$ cat src/hdl/scafu_pkg.sv
`timescale 1ns / 1ps
`default_nettype none
// ----------------------------------------------------------------------------
// scafu_pkg: shared types and constants of the current abnormality flag unit
// Register map, reset values, step limits and the configuration bundle.
// ----------------------------------------------------------------------------
package scafu_pkg;

    localparam int SAMPLE_W = 16;
    localparam int INDEX_W  = 16;
    localparam int CFG_W    = 16;
    localparam int ADDR_W   = 3;

    // register indexes on the configuration port
    localparam logic [ADDR_W-1:0] REG_WARMUP_INDEX      = 3'd0;
    localparam logic [ADDR_W-1:0] REG_TRACK_START_INDEX = 3'd1;
    localparam logic [ADDR_W-1:0] REG_HIGH_LIMIT        = 3'd2;
    localparam logic [ADDR_W-1:0] REG_LOW_START_LIMIT   = 3'd3;
    localparam logic [ADDR_W-1:0] REG_RECOVERY_LEVEL    = 3'd4;
    localparam logic [ADDR_W-1:0] REG_JUMP_THRESHOLD    = 3'd5;

    localparam logic [CFG_W-1:0] RST_WARMUP_INDEX      = 16'd60;
    localparam logic [CFG_W-1:0] RST_TRACK_START_INDEX = 16'd15;
    localparam logic [CFG_W-1:0] RST_HIGH_LIMIT        = 16'd17920;
    localparam logic [CFG_W-1:0] RST_LOW_START_LIMIT   = 16'd384;
    localparam logic [CFG_W-1:0] RST_RECOVERY_LEVEL    = 16'd256;
    localparam logic [CFG_W-1:0] RST_JUMP_THRESHOLD    = 16'd512;

    // Variance is d*d/4 in Q16.16. The fixed variance limits reduce to
    // limits on |d| itself:
    //   d*d > 524    <=> d >= 23  (noisy step)
    //   d*d < 262144 <=> d < 512  (quiet), d*d > 262144 <=> d > 512 (loud)
    localparam logic [SAMPLE_W-1:0] NOISY_STEP_MIN = 16'd23;
    localparam logic [SAMPLE_W-1:0] UNIT_STEP      = 16'd512;
    localparam logic [INDEX_W-1:0]  JUMP_MIN_INDEX = 16'd2;
    localparam logic [1:0]          NOISY_RUN_MAX  = 2'd3;

    typedef struct packed {
        logic [CFG_W-1:0] warmup_index;
        logic [CFG_W-1:0] track_start_index;
        logic [CFG_W-1:0] high_limit;
        logic [CFG_W-1:0] low_start_limit;
        logic [CFG_W-1:0] recovery_level;
        logic [CFG_W-1:0] jump_threshold;
    } cfg_t;

endpackage
`default_nettype wire

$ cat src/hdl/sensor_current_abnormality_flag_unit.sv
`timescale 1ns / 1ps
`default_nettype none
// ----------------------------------------------------------------------------
// sensor_current_abnormality_flag_unit: current abnormality flag, top level
// Input register, decision core, result register and configuration file.
// ----------------------------------------------------------------------------
//  channel   ports        tdata / data bits
//  input     s_axis_*     [15:0] sample, [31:16] sample_index
//  result    m_axis_*     [0] abnormal, [7:1] zero
//  config    cfg_*        cfg_addr selects register, cfg_wdata 16 bits
//
//  One transaction per cycle sustained while the result side is ready. A
//  sample passes through the input register, then the result register,
//  before its result transaction is offered.
//  The state update happens as a sample moves into the result register.
//  A stalled result holds; the input register still takes one transaction.
//  aresetn is synchronous; it clears state and restores register defaults.
// ----------------------------------------------------------------------------
module sensor_current_abnormality_flag_unit
    import scafu_pkg::*;
(
    input  wire               aclk,
    input  wire               aresetn,

    input  wire               s_axis_tvalid,
    output logic              s_axis_tready,
    input  wire  [31:0]       s_axis_tdata,   // [15:0] sample, [31:16] sample_index

    output logic              m_axis_tvalid,
    input  wire               m_axis_tready,
    output logic [7:0]        m_axis_tdata,   // [0] abnormal, [7:1] zero

    input  wire               cfg_we,
    input  wire  [ADDR_W-1:0] cfg_addr,
    input  wire  [CFG_W-1:0]  cfg_wdata
);

    cfg_t cfg;

    logic                in_valid_reg;
    logic [SAMPLE_W-1:0] sample_reg;
    logic [INDEX_W-1:0]  index_reg;
    logic                out_valid_reg;
    logic                abnormal_reg;
    logic                flag;
    logic                advance;
    logic                take_in;

    scafu_regs u_regs (
        .aclk      (aclk),
        .aresetn   (aresetn),
        .cfg_we    (cfg_we),
        .cfg_addr  (cfg_addr),
        .cfg_wdata (cfg_wdata),
        .cfg       (cfg)
    );

    scafu_core u_core (
        .aclk         (aclk),
        .aresetn      (aresetn),
        .cfg          (cfg),
        .commit       (advance),
        .sample       (sample_reg),
        .sample_index (index_reg),
        .flag         (flag)
    );

    assign advance       = in_valid_reg && (!out_valid_reg || m_axis_tready);
    assign s_axis_tready = !in_valid_reg || advance;
    assign take_in       = s_axis_tvalid && s_axis_tready;

    always_ff @(posedge aclk) begin
        if (!aresetn) begin
            in_valid_reg  <= 1'b0;
            out_valid_reg <= 1'b0;
        end else begin
            if (take_in) begin
                in_valid_reg <= 1'b1;
            end else if (advance) begin
                in_valid_reg <= 1'b0;
            end
            if (advance) begin
                out_valid_reg <= 1'b1;
            end else if (m_axis_tready) begin
                out_valid_reg <= 1'b0;
            end
        end
    end

    always_ff @(posedge aclk) begin
        if (take_in) begin
            sample_reg <= s_axis_tdata[15:0];
            index_reg  <= s_axis_tdata[31:16];
        end
        if (advance) begin
            abnormal_reg <= flag;
        end
    end

    assign m_axis_tvalid = out_valid_reg;
    assign m_axis_tdata  = {7'd0, abnormal_reg};

endmodule
`default_nettype wire

$ cat src/hdl/scafu_regs.sv
`timescale 1ns / 1ps
`default_nettype none
// ----------------------------------------------------------------------------
// scafu_regs: configuration register file
// Six 16-bit write-only registers; writes to unused indexes are dropped.
// ----------------------------------------------------------------------------
module scafu_regs
    import scafu_pkg::*;
(
    input  wire               aclk,
    input  wire               aresetn,
    input  wire               cfg_we,
    input  wire  [ADDR_W-1:0] cfg_addr,
    input  wire  [CFG_W-1:0]  cfg_wdata,
    output cfg_t              cfg
);

    cfg_t cfg_reg;
    cfg_t cfg_next;

    always_comb begin
        cfg_next = cfg_reg;
        if (cfg_we) begin
            case (cfg_addr)
                REG_WARMUP_INDEX:      cfg_next.warmup_index      = cfg_wdata;
                REG_TRACK_START_INDEX: cfg_next.track_start_index = cfg_wdata;
                REG_HIGH_LIMIT:        cfg_next.high_limit        = cfg_wdata;
                REG_LOW_START_LIMIT:   cfg_next.low_start_limit   = cfg_wdata;
                REG_RECOVERY_LEVEL:    cfg_next.recovery_level    = cfg_wdata;
                REG_JUMP_THRESHOLD:    cfg_next.jump_threshold    = cfg_wdata;
                default:               cfg_next = cfg_reg;
            endcase
        end
    end

    always_ff @(posedge aclk) begin
        if (!aresetn) begin
            cfg_reg.warmup_index      <= RST_WARMUP_INDEX;
            cfg_reg.track_start_index <= RST_TRACK_START_INDEX;
            cfg_reg.high_limit        <= RST_HIGH_LIMIT;
            cfg_reg.low_start_limit   <= RST_LOW_START_LIMIT;
            cfg_reg.recovery_level    <= RST_RECOVERY_LEVEL;
            cfg_reg.jump_threshold    <= RST_JUMP_THRESHOLD;
        end else begin
            cfg_reg <= cfg_next;
        end
    end

    assign cfg = cfg_reg;

endmodule
`default_nettype wire

$ cat src/hdl/scafu_core.sv
`timescale 1ns / 1ps
`default_nettype none
// ----------------------------------------------------------------------------
// scafu_core: decision logic and tracking state
// Evaluates one registered sample against the kept state and commits the
// new state when the sample moves on to the result register.
// ----------------------------------------------------------------------------
module scafu_core
    import scafu_pkg::*;
(
    input  wire                 aclk,
    input  wire                 aresetn,
    input  cfg_t                cfg,
    input  wire                 commit,
    input  wire  [SAMPLE_W-1:0] sample,
    input  wire  [INDEX_W-1:0]  sample_index,
    output logic                flag
);

    logic [SAMPLE_W-1:0] prev_reg, prev_next;
    logic                abn_reg, abn_next;
    logic [1:0]          cnt_reg, cnt_next;
    logic [SAMPLE_W-1:0] max_reg, max_next;

    logic [SAMPLE_W-1:0] step;
    logic                recovered;
    logic                cleared;
    logic                set_jump;
    logic                set_low;
    logic                set_rise;
    logic                set_high;

    always_comb begin
        step = (sample >= prev_reg) ? (sample - prev_reg) : (prev_reg - sample);

        recovered = abn_reg && ((sample <= cfg.recovery_level) ||
                    ((step < UNIT_STEP) && (cnt_reg == NOISY_RUN_MAX)));
        cleared   = abn_reg && !recovered;

        set_jump = (step > cfg.jump_threshold) && (step > UNIT_STEP) && !cleared &&
                   (sample_index > JUMP_MIN_INDEX);
        set_low  = (sample < cfg.low_start_limit) && (sample_index < cfg.warmup_index);
        set_rise = abn_reg && (sample > max_reg) && (sample_index > cfg.track_start_index) &&
                   (max_reg != '0);
        set_high = (sample_index < cfg.warmup_index) && (sample > cfg.high_limit);

        flag = cleared || set_jump || set_low || set_rise || set_high;

        if (step >= NOISY_STEP_MIN) begin
            cnt_next = (cnt_reg == NOISY_RUN_MAX) ? cnt_reg : cnt_reg + 2'd1;
        end else begin
            cnt_next = '0;
        end

        // maximum only follows while the block stays normal
        if ((prev_reg > max_reg) && !flag && (sample_index > cfg.track_start_index)) begin
            max_next = prev_reg;
        end else begin
            max_next = max_reg;
        end

        prev_next = sample;
        abn_next  = flag;
    end

    always_ff @(posedge aclk) begin
        if (!aresetn) begin
            prev_reg <= '0;
            abn_reg  <= 1'b0;
            cnt_reg  <= '0;
            max_reg  <= '0;
        end else if (commit) begin
            prev_reg <= prev_next;
            abn_reg  <= abn_next;
            cnt_reg  <= cnt_next;
            max_reg  <= max_next;
        end
    end

endmodule
`default_nettype wire

$ cat config.mk
export PLATFORM = sky130hd
export DESIGN_NAME = sensor_current_abnormality_flag_unit
export DESIGN_NICKNAME = d
export VERILOG_FILES = /design/src/hdl/scafu_pkg.sv /design/src/hdl/sensor_current_abnormality_flag_unit.sv /design/src/hdl/scafu_regs.sv /design/src/hdl/scafu_core.sv
export SDC_FILE = /design/constraint.sdc
export NUM_CORES = 1
export LEC_CHECK = 0
export BUFFER_PORTS_ARGS = -buffer_cell sky130_fd_sc_hd__buf_2
export CORE_MARGIN = 4
export CORE_UTILIZATION = 50
export CTS_CLUSTER_SIZE = 14
export DETAILED_ROUTE_END_ITERATION = 8
export GPL_ROUTABILITY_DRIVEN = 1
export PLACE_DENSITY = 0.68
export SETUP_SLACK_MARGIN = 0.05
export SKIP_CTS_REPAIR_TIMING = 1
export SLEW_MARGIN = 20
export SYNTH_ARGS = -nofsm -noshare
export SYNTH_HDL_FRONTEND = slang
export SYNTH_SLANG_ARGS = --single-unit
export TNS_END_PERCENT = 20
$ cat constraint.sdc
create_clock -name aclk -period 5.6 [get_ports aclk]
set_input_delay 0.28 -clock aclk [delete_from_list [all_inputs] [get_ports aclk]]
set_output_delay 0.28 -clock aclk [all_outputs]
set_load 0.01 [all_outputs]
Word-level counts from Yosys, hierarchy flattened
Index checks and enable logic that the tools add are counted.
{ "word_totals": {"reg_bits": 166, "in_bits": 56, "output_inout_bits": 10, "elab_cells": 84} }
{ "classes": {"addsub": 3, "magnitude_cmp": 13, "eq_ne": 7, "n_mux": 7, "n_reduce_logical": 39} }
{ "ops": {"columns": ["operator", "count"], "rows": [
  ["16-bit greater-than comparator", 5],
  ["16-bit < comparator", 2],
  ["16-bit subtractor", 2],
  ["16-bit greater-or-equal comparator", 1],
  ["16-bit by 5-bit greater-or-equal comparator with 1-bit output, second input constant", 1],
  ["16-bit by 10-bit greater-than comparator with 1-bit output, second input constant", 1],
  ["16-bit by 2-bit greater-than comparator with 1-bit output, second input constant", 1],
  ["16-bit <= comparator", 1],
  ["16-bit by 10-bit < comparator with 1-bit output, second input constant", 1],
  ["16-bit two-way mux", 1],
  ["2-bit AND reduction", 8],
  ["16-bit nonzero test", 1],
  ["1-bit logical AND", 15],
  ["1-bit logical OR", 7],
  ["3-bit by 2-bit equality test with 1-bit output, second input constant", 2],
  ["3-bit equality test, second input constant", 2],
  ["1-bit logical NOT", 5],
  ["1-bit two-way mux", 4],
  ["2-bit two-way mux", 2],
  ["2-bit nonzero test", 2],
  ["3-bit by 1-bit equality test with 1-bit output, second input constant", 1],
  ["3-bit logical NOT", 1],
  ["2-bit by 1-bit adder with 2-bit output, second input constant", 1],
  ["2-bit equality test, second input constant", 1],
  ["2-bit inequality test, second input constant", 1]
]} }

Logic depth before layout (Yosys ltp)
Gate-level depths: netlist (run 1).
{ "depth": {"ltp_word": 19, "mapped_depth": 23, "mapped_depth_nobuf": 22} }

By module
From an unflattened synthesis (run 1), not the netlist that was laid out.
{ "unflattened": {"hier_cells": 1254, "hier_area_um2": 11295.8} }
{ "by_module_without_submodules": {"columns": ["module", "instances", "cells_per_inst", "area_per_inst_um2", "seq_area_each_um2"], "rows": [
  ["scafu_core", 1, 855, 6486.2, 700.7],
  ["scafu_regs", 1, 348, 3651.0, 1921.8],
  ["sensor_current_abnormality_flag_unit", 1, 51, 1158.6, 1031.0]
]} }

Worst setup path after synthesis (run 1)
No wires, ideal clock.
{ "synth_timing": {"kind": "register to register", "from": "register sample_reg[12]", "to": "register u_core.max_reg[10]", "arrival_time_ps": 5015, "t_required_ps": 5528, "setup_slack_ps": 514, "stages_incl_launch_ff": 23, "synth_period_minus_slack_ps": 5086, "cell_sequence": "edfxtp_1 inv_1 ha_1 buf_4 nand4_2 or3_4 or3_4 nand3_2 mux2i_1 xnor2_1 inv_1 ha_1 a21o_1 a21o_1 a21oi_1 nor2_1 a211oi_1 o21ai_0 a311oi_1 a311oi_1 nor4_4 buf_6 mux2i_1"} }
{ "synth_via": {"elab_chain_cells": 19, "word_cells_on_any_way": 33, "cone_classes": "add/sub: 2; order compare: 8; mux: 1; reduce/logical: 22"} }
{ "synth_lines": {"columns": ["element", "line", "rtl"], "rows": [
  ["start, declared", "sensor_current_abnormality_flag_unit.sv:41", "logic [SAMPLE_W-1:0] sample_reg;"],
  ["start signal, assigned", "sensor_current_abnormality_flag_unit.sv:92", "sample_reg <= s_axis_tdata[15:0];"],
  ["16-bit subtractor / 16-bit greater-or-equal comparator (equally long branches)", "scafu_core.sv:34", "step = (sample >= prev_reg) ? (sample - prev_reg) : (prev_reg - sample);"],
  ["16-bit two-way mux", "scafu_core.sv:34", null],
  ["16-bit by 10-bit < comparator with 1-bit output", "scafu_core.sv:37", "((step < UNIT_STEP) && (cnt_reg == NOISY_RUN_MAX)));"],
  ["1-bit logical AND", "scafu_core.sv:37", null],
  ["1-bit logical OR", "scafu_core.sv:36", "recovered = abn_reg && ((sample <= cfg.recovery_level) ||"],
  ["1-bit logical AND", "scafu_core.sv:36", null],
  ["1-bit logical NOT", "scafu_core.sv:38", "cleared = abn_reg && !recovered;"],
  ["1-bit logical AND", "scafu_core.sv:38", null],
  ["1-bit logical NOT", "scafu_core.sv:40", "set_jump = (step > cfg.jump_threshold) && (step > UNIT_STEP) && !cleared &&"],
  ["1-bit logical AND (2 in series)", "scafu_core.sv:40", null],
  ["1-bit logical OR (3 in series)", "scafu_core.sv:47", "flag = cleared || set_jump || set_low || set_rise || set_high;"],
  ["1-bit logical OR (*)", "scafu_core.sv:47", null],
  ["1-bit logical NOT (*)", "scafu_core.sv:56", "if ((prev_reg > max_reg) && !flag && (sample_index > cfg.track_start_index)) begin"],
  ["1-bit logical AND (*) (2 in series)", "scafu_core.sv:56", null],
  ["2-bit AND reduction (no source line) (*)", null, null],
  ["end signal, assigned", "scafu_core.sv:76", "max_reg <= max_next;"],
  ["end, declared", "scafu_core.sv:23", "logic [SAMPLE_W-1:0] max_reg, max_next;"]
]} }
Mark *: on every way between the ends. The rest lies on a longest branch, timed or not.
A chain may end at the register's enable or synchronous reset.

Final worst setup path (run 1)
{ "layout_timing": {"from": "register sample_reg[11]", "to": "register u_core.max_reg[9]"} }
Same word-level chain as after synthesis.

==> impl_metrics.env, run 1 <==
export IMPL_layout_commonest_cell="nand2_1"
export IMPL_end_kind="flip-flop"
export IMPL_fin_ws_ns=0.353
export IMPL_drtIter0Drc=729
export IMPL_critPathKind="flip-flop to flip-flop"
export IMPL_drc=0
export IMPL_die_w_um=156
export IMPL_yosysTopAreaCell="dfxtp_1"
export IMPL_grt_pass1_wl_um=50100
export IMPL_tightest_slew_ns=0.839
export IMPL_synth_seq_cells=166
export IMPL_synthesis_area_sq_mm=0.0110
export IMPL_slew_headroom_pct=44.1
export IMPL_power_density_mw_per_mm2=255
export IMPL_fmax_mhz=191
export IMPL_cts_path_max_buffers=2
export IMPL_start_util_pct=51.5
export IMPL_finalCriticalPeriod_ns=5.25
export IMPL_ir_drop_mv=0.207
export IMPL_most_common_layout_cells="nand2_1, inv_1, ha_1"
export IMPL_synth_top_area_share_pct=24.3
export IMPL_via_per_inst=5.69
export IMPL_cts_clk_slew_worst_paths_ns=0.07
export IMPL_tritoncts_num_buffers=17
export IMPL_grt_max_degree=89
export IMPL_cts_sinks=166
export IMPL_ant_nets=0
export IMPL_dieArea_sq_mm=0.0243
export IMPL_yosysSeqAreaShare_pct=33.3
export IMPL_leakage_nw=4.88
export IMPL_synth_avg_cell_area_sq_um=8.35
export IMPL_hold_violations=0
export IMPL_port_buffers=58
export IMPL_synth_area_leaders="dfxtp_1, ha_1, nand2_1"
export IMPL_synth_main_ff_cell="dfxtp_1"
export IMPL_status="complete, no violations"
export IMPL_ys_warn_count=0
export IMPL_htree_levels=4
export IMPL_synth_cell_type_count=62
export IMPL_track_usage_pct=26.4
export IMPL_grt_pass1_vias=9099
export IMPL_wl_per_cell_um=19.2
export IMPL_wl_um=32000
export IMPL_finalNonFillerCells=1665
export IMPL_antenna_found_initial=1
export IMPL_dr_pass1_iters=5
export IMPL_drv_cap=0
export IMPL_hp_class="input port to flip-flop"
export IMPL_hpwlAfterDp_um=23900
export IMPL_via_count=9469
export IMPL_layout_drive_gt1_share_pct=10.5
export IMPL_synthesis_instances=1312
export IMPL_cp_data_arrival_time_ns=5.61
export IMPL_core_rowCount=53
export IMPL_fin_crit_sh_pct=93.7
export IMPL_overflow=0
export IMPL_layout_nets=1592
export IMPL_crit_required_ns=5.96
export IMPL_fin_tns_setup_ns=0
export IMPL_synth_edf_count=33
export IMPL_place_gp_congestion=0.981
export IMPL_ios=66
export IMPL_placeableCoreArea_sq_mm=0.0213
export IMPL_setup_viol=0
export IMPL_die_y_um=156
export IMPL_clock_skew_ns=0.0141
export IMPL_rsz0062_at_grt="no"
export IMPL_largest_reg_flops=96
export IMPL_cts_tree="yes"
export IMPL_clock_latency_ns=0.43
export IMPL_dp_cells=1628
export IMPL_start_kind="flip-flop"
export IMPL_syn2layout_area_growth_pct=12.0
export IMPL_pre_cts_slack_ns=0.216
export IMPL_drv_slew=0
export IMPL_cp_max_fo=16
export IMPL_root_buffer="clkbuf_16"
export IMPL_async_flop_share_pct=0
-- area by class of cell --
type | instances | area [sq um]
Fill cell | 1975 | 9020
Multi-Input combinational cell | 941 | 6520
Sequential cell | 166 | 3650
Inverter | 158 | 593
Timing Repair Buffer | 92 | 561
Clock buffer | 21 | 483
Tap cell | 275 | 344
Clock inverter | 11 | 110
Antenna cell | 1 | 2.50
-- power breakdown --
group,total [mW],switching (mW),internal (mW)
combinational,0.638,0.389,0.249
sequential,1.29,0.0316,1.26
clock,1.20,0.529,0.676
total,3.13,0.949,2.18
-- final timing paths --
path                    startpoint                 to  slack (ns)  depth (start not counted)
setup reg to reg    sample_reg[11]  u_core.max_reg[9]        0.35                         21
hold / removal    s_axis_tdata[17]       index_reg[1]        0.02                          1
setup / recovery    sample_reg[11]  u_core.max_reg[9]        0.35                         21
hold reg to reg     u_regs.cfg[59]     u_regs.cfg[59]        0.46                          2
-- routing by layer --
| layer | GRT usage, % | share of wire, % |
|---|---|---|
| met3 | 5.33 | 7.9 |
| met2 | 37.8 | 40 |
| met4 | 7.79 | 2.6 |
| met1 | 39.9 | 49 |
| met5 | 0 | 0.041 |
-- critical path: stages, from the launching register on --
cell and delay (ns):
edfxtp_1 0.36, inv_1 0.05, ha_2 0.41, nand2_1 0.15, or3_4 0.41, or3_4 0.40, nand3_2 0.15, mux2i_1 0.29
xnor2_2 0.18, inv_1 0.09, ha_1 0.30, a21o_1 0.18, a21o_1 0.17, a21oi_1 0.14, nor2_1 0.05, a211oi_1 0.34
o21ai_0 0.16, a311oi_1 0.35, a311oi_1 0.17, nor4_4 0.37, buf_12 0.22, mux2i_1 0.20
-- cells in the mapped netlist, drive strengths merged (4+ instances only) --
cell and count:
clkbuf 36, a31oi 9, and2 5, a211oi 19, mux2i 26, a2111oi 7, nand2b 12, nor2b 12
ha 158, nand3 30, o21ai 38, o2111ai 6, a21o 26, a21boi 100, xor2 5, nor4 16
a21oi 49, and4 5, inv 157, o211ai 24, nand2 269, nor3 9, and3 4, nand4 26
xnor2 7, o21a 8, nor2 32, buf 17, edfxtp 33, dfxtp 133
-- stage by stage --
stage	area (sq um)	hold WS, ns	power (mW)	utilization, %
after floorplan	11000	0.379	1.73	-
after global placement	11600	0.451	1.92	54.5
after detailed placement	11600	0.457	1.93	54.5
after CTS	12200	0.00670	3.13	57.3
after global routing	12300	0.00449	3.28	57.6
final	12300	0.0199	3.13	57.6
-- cells by family after synthesis --
logic type	Yosys count	synth area share (%)
DFF	166	33.3
buffers and inverters	211	7.73
muxes	26	2.37
AOI/OAI and AO/OA	307	19.3
and+or+nand+nor	429	17.8
adders and majority gates	160	18.4
other	1	0.0342
xor gates and xnor gates	12	0.959
No activity file was read; power rests on OpenSTA's default activity.
==> run 2: changes to the inputs <==
HOLD_SLACK_MARGIN = 0.02   (was default)
==> impl_metrics.env, run 2 (synthesized netlist as in run 1, its figures left out) <==
export IMPL_syn2layout_area_growth_pct=13.2
export IMPL_power_switching_mw=0.952
export IMPL_combPwrFrac_pct=20.5
export IMPL_drv_slew=0
export IMPL_cts_path_max_buffers=2
export IMPL_clock_skew_ns=0.0137
export IMPL_min_delay_path_depth=1
export IMPL_power_density_mw_per_mm2=253
export IMPL_busiest_layer="met1"
export IMPL_placeableCoreArea_sq_mm=0.0213
export IMPL_ios=66
export IMPL_fin_ws_ns=0.365
export IMPL_reg2reg_to="u_core.max_reg[13]"
export IMPL_hpwlAfterDp_um=23900
export IMPL_grt_pass1_vias=9099
export IMPL_slowest_stage="nor4_2"
export IMPL_ir_drop_mv=0.206
export IMPL_utilization_pct=58.3
export IMPL_hp_start="s_axis_tdata[5]"
export IMPL_worst_r2r_setup_slack_ns=0.37
export IMPL_htree_levels=4
export IMPL_n_antenna_cell=0
export IMPL_setup_viol=0
export IMPL_overflow=0
export IMPL_whs_endpoint="sample_reg[5]"
export IMPL_seq_area_sq_mm=0.00365
export IMPL_post_dp_cell_area_sq_mm=0.0116
export IMPL_met1_usage_pct=39.9
export IMPL_seq_power_share_pct=41.1
export IMPL_multiInputGateArea_sq_mm=0.00652
export IMPL_layout_nets=1606
export IMPL_cp_max_fo=16
export IMPL_die_w_um=156
export IMPL_hold_violations=0
export IMPL_cp_data_arrival_time_ns=5.59
export IMPL_largest_reg_flops=96
export IMPL_grt_use_met2_pct=37.8
export IMPL_leakage_nw=4.94
export IMPL_crit_required_ns=5.95
export IMPL_dr_pass1_iters=5
export IMPL_use_met3_pct=5.33
export IMPL_drc=0
export IMPL_layout_commonest_cell="nand2_1"
export IMPL_crit_chain="buf_4 -> ha_1 -> a21oi_1 -> o21ai_0 -> a211oi_2 -> nand3_2 -> buf_4 -> nor4_1 -> a2111oi_2 -> ha_1 -> nand4_1 -> nor4_2 -> a31oi_1 -> a311oi_1 -> a311oi_1 -> nor4_4 -> buf_12 -> mux2i_1"
export IMPL_tritoncts_num_buffers=17
export IMPL_r2r_cells=18
export IMPL_n_fill_cell=1965
export IMPL_via_per_inst=5.70
export IMPL_start_kind="flip-flop"
export IMPL_root_buffer="clkbuf_16"
export IMPL_drv_cap=0
export IMPL_finalCriticalPeriod_ns=5.23
export IMPL_rsz0062_at_grt="no"
export IMPL_most_common_layout_cells="nand2_1, inv_1, ha_1"
export IMPL_pre_cts_slack_ns=0.216
export IMPL_dp_cells=1628
export IMPL_grt_max_degree=89
export IMPL_finalNonFillerCells=1678
export IMPL_whs_ns=0.0256
export IMPL_via_count=9558
export IMPL_place_gp_congestion=0.981
export IMPL_track_usage_pct=26.4
export IMPL_end_kind="flip-flop"
export IMPL_total_power_mw=3.14
export IMPL_critPathKind="flip-flop to flip-flop"
export IMPL_clock_latency_ns=0.43
export IMPL_cts_sinks=166
export IMPL_slew_headroom_pct=44.5
export IMPL_core_rowCount=53
export IMPL_cts_tree="yes"
export IMPL_cts_clk_slew_worst_paths_ns=0.07
export IMPL_r2r_start="sample_reg[10]"
export IMPL_fin_tns_setup_ns=0
export IMPL_hp_class="input port to flip-flop"
export IMPL_fin_crit_sh_pct=93.5
export IMPL_ant_nets=0
export IMPL_p_clk_share_pct=38.4
export IMPL_dieArea_sq_mm=0.0243
export IMPL_slowest_delay_ns=0.48
export IMPL_layout_drive_gt1_share_pct=10.4
export IMPL_port_buffers=58
export IMPL_antenna_found_initial=1
export IMPL_power_internal_mw=2.19
export IMPL_grt_pass1_wl_um=50100
export IMPL_switching_share_pct=30.3
export IMPL_wl_um=32100
export IMPL_fmax_mhz=191
export IMPL_final_area_sq_mm=0.0124
export IMPL_wl_per_cell_um=19.1
export IMPL_tightest_slew_ns=0.832
export IMPL_start_util_pct=51.5
export IMPL_die_y_um=156
export IMPL_status="complete, no violations"
export IMPL_drtIter0Drc=742
run 2: worst max-delay path by stage:
stage,depth (start not counted),from,slack (ns),end
detailed placement,17,sample_reg[15],0.22,u_core.max_reg[9]
global route,21,sample_reg[0],0.008,u_core.max_reg[5]
floorplan,22,sample_reg[12],0.51,u_core.max_reg[10]
finish,18,sample_reg[10],0.37,u_core.max_reg[13]
global placement,17,sample_reg[9],0.31,u_core.max_reg[8]
CTS,17,sample_reg[15],0.20,u_core.max_reg[11]
run 2: worst max-delay path: cells and delay by family, from the launching register on:
kind                     cells  cell delay (ns)
AO/OA/AOI/OAI                7             1.72
adder cells (fa/ha/maj)      2             0.58
buffers and inverters        3             0.63
flip-flops                   1             0.40
multiplexers                 1             0.20
AND/OR/NAND/NOR              5             1.60
run 2: layout make-up:
type	instances	area share, %
flip-flops and latches	166	29.4
inverters	158	4.78
multi-input cells	941	52.6
repair buffers	106	5.65
clock inverters	11	0.887
well taps	275	2.77
clock buffers	21	3.89
run 2: power groups by stage:
stage,combinational [mW],sequential (mW),clock (mW)
after global placement,0.605,1.32,0
after CTS,0.616,1.29,1.22
final,0.645,1.29,1.21
after detailed placement,0.610,1.32,0
after global routing,0.717,1.30,1.27
after floorplan,0.413,1.31,0
run 2: layer usage:
layer	part of all wire [%]	routed length, um	vias up
met4	2.6	845	2
met2	41	13100	362
met3	8.2	2640	49
met5	0.022	7	-
li1	-	-	4683
met1	48	15500	4462
==> run 3: changes to the inputs <==
CORE_MARGIN = default   (was 4)
==> impl_metrics.env, run 3 (synthesized netlist as in run 1, its figures left out) <==
export IMPL_path_delay_family="simple AND/OR/NAND/NOR gates"
export IMPL_layout_commonest_cell="nand2_1"
export IMPL_hp_start="s_axis_tdata[16]"
export IMPL_dieArea_sq_mm=0.0225
export IMPL_hold_violations=0
export IMPL_whs_ns=0.0275
export IMPL_syn2layout_area_growth_pct=13.3
export IMPL_clock_latency_ns=0.44
export IMPL_finalNonFillerCells=1678
export IMPL_track_usage_pct=29.6
export IMPL_wl_per_cell_um=19.1
export IMPL_total_power_mw=3.16
export IMPL_power_density_mw_per_mm2=254
export IMPL_cts_path_max_buffers=2
export IMPL_drc=0
export IMPL_end_kind="flip-flop"
export IMPL_grt_pass1_vias=8927
export IMPL_status="complete, no violations"
export IMPL_htree_levels=4
export IMPL_via_count=9621
export IMPL_tritoncts_num_buffers=17
export IMPL_finalCriticalPeriod_ns=5.21
export IMPL_cp_max_fo=16
export IMPL_setup_viol=0
export IMPL_r2r_start="u_core.prev_reg[11]"
export IMPL_fmax_mhz=192
export IMPL_slew_headroom_pct=25.4
export IMPL_dp_cells=1626
export IMPL_n_fill_cell=1914
export IMPL_ant_nets=0
export IMPL_crit_chain="ha_1 -> nand2_1 -> or3_4 -> or3_4 -> and3_4 -> a2111oi_0 -> a2111oi_2 -> ha_1 -> nand4_1 -> nor4_1 -> a31oi_1 -> a311oi_2 -> a311oi_1 -> nor4_4 -> buf_8 -> mux2i_1"
export IMPL_utilization_pct=58.3
export IMPL_place_gp_congestion=0.926
export IMPL_final_area_sq_mm=0.0124
export IMPL_post_dp_cell_area_sq_mm=0.0116
export IMPL_fin_crit_sh_pct=93.1
export IMPL_cts_sinks=166
export IMPL_ios=66
export IMPL_wl_um=32100
export IMPL_critPathKind="flip-flop to flip-flop"
export IMPL_core_rowCount=53
export IMPL_cp_data_arrival_time_ns=5.57
export IMPL_fin_ws_ns=0.386
export IMPL_tightest_slew_ns=1.12
export IMPL_start_util_pct=51.5
export IMPL_slowest_stage="nor4_1"
export IMPL_overflow=0
export IMPL_cp_num_buf_inv=1
export IMPL_clock_skew_ns=0.0120
export IMPL_antenna_found_initial=0
export IMPL_drv_cap=0
export IMPL_cts_tree="yes"
export IMPL_drv_slew=0
export IMPL_largest_reg_flops=96
export IMPL_dr_pass1_iters=5
export IMPL_most_common_layout_cells="nand2_1, ha_1, inv_1"
export IMPL_layout_drive_gt1_share_pct=9.76
export IMPL_hpwlAfterDp_um=23800
export IMPL_die_w_um=150
export IMPL_crit_required_ns=5.96
export IMPL_slowest_delay_ns=0.57
export IMPL_fin_tns_setup_ns=0
export IMPL_start_kind="flip-flop"
export IMPL_root_buffer="clkbuf_16"
export IMPL_hp_class="input port to flip-flop"
export IMPL_port_buffers=58
export IMPL_drtIter0Drc=791
export IMPL_grt_max_degree=89
export IMPL_n_antenna_cell=0
export IMPL_worstSetupStartpoint="u_core.prev_reg[11]"
export IMPL_via_per_inst=5.73
export IMPL_rsz0062_at_grt="no"
export IMPL_layout_nets=1606
export IMPL_die_y_um=150
export IMPL_cts_clk_slew_worst_paths_ns=0.07
export IMPL_pre_cts_slack_ns=0.310
export IMPL_ir_drop_mv=0.224
export IMPL_grt_pass1_wl_um=49800
export IMPL_leakage_nw=4.95
export IMPL_placeableCoreArea_sq_mm=0.0213
==> run 3: cell types whose count changed in the layout (fill, tap and decap cells not counted), moves of 2 or more <==
cell,previous run,this run
buf_4,34,28
dlygate4sd3_1,14,20
ha_1,154,158
ha_2,4,0
clkbuf_16,19,17
clkinv_2,3,1
inv_6,3,5
==> run 3: layout make-up <==
type	instances	area [sq um]	area share [%]
clock buffers	19	443	3.57
clock inverters	13	159	1.28
inverters	158	593	4.78
multi-input cells	941	6510	52.5
flip-flops and latches	166	3650	29.4
well taps	275	344	2.77
repair buffers	106	711	5.72
==> run 3: worst register-to-register path, delay by kind of cell, from the launching register on <==
family	cells	cell delay, ns
compound gates	5	1.20
fa+ha+maj	2	0.81
buf+inv	1	0.25
flops	1	0.37
simple gates	7	2.27
mux	1	0.23
==> run 3: final timing paths <==
check / end / slack (ns) / cells past startpoint
worst min-delay path: index_reg[0] / 0.03 / 1
worst max-delay path: u_core.max_reg[0] / 0.39 / 16
worst min register to register: u_regs.cfg[38] / 0.46 / 2
worst max register to register: u_core.max_reg[0] / 0.39 / 16
==> run 3: power breakdown <==
| group | switching (mW) | internal (mW) |
|---|---|---|
| Combinational | 0.385 | 0.252 |
| Sequential | 0.0300 | 1.26 |
| Clock | 0.543 | 0.686 |
==> run 3: per-layer routing <==
metal	share of wire (%)	GRT usage, %
met1	48	44.5
met3	8.0	4.91
met4	1.6	7.88
met2	42	43.0
met5	0	0
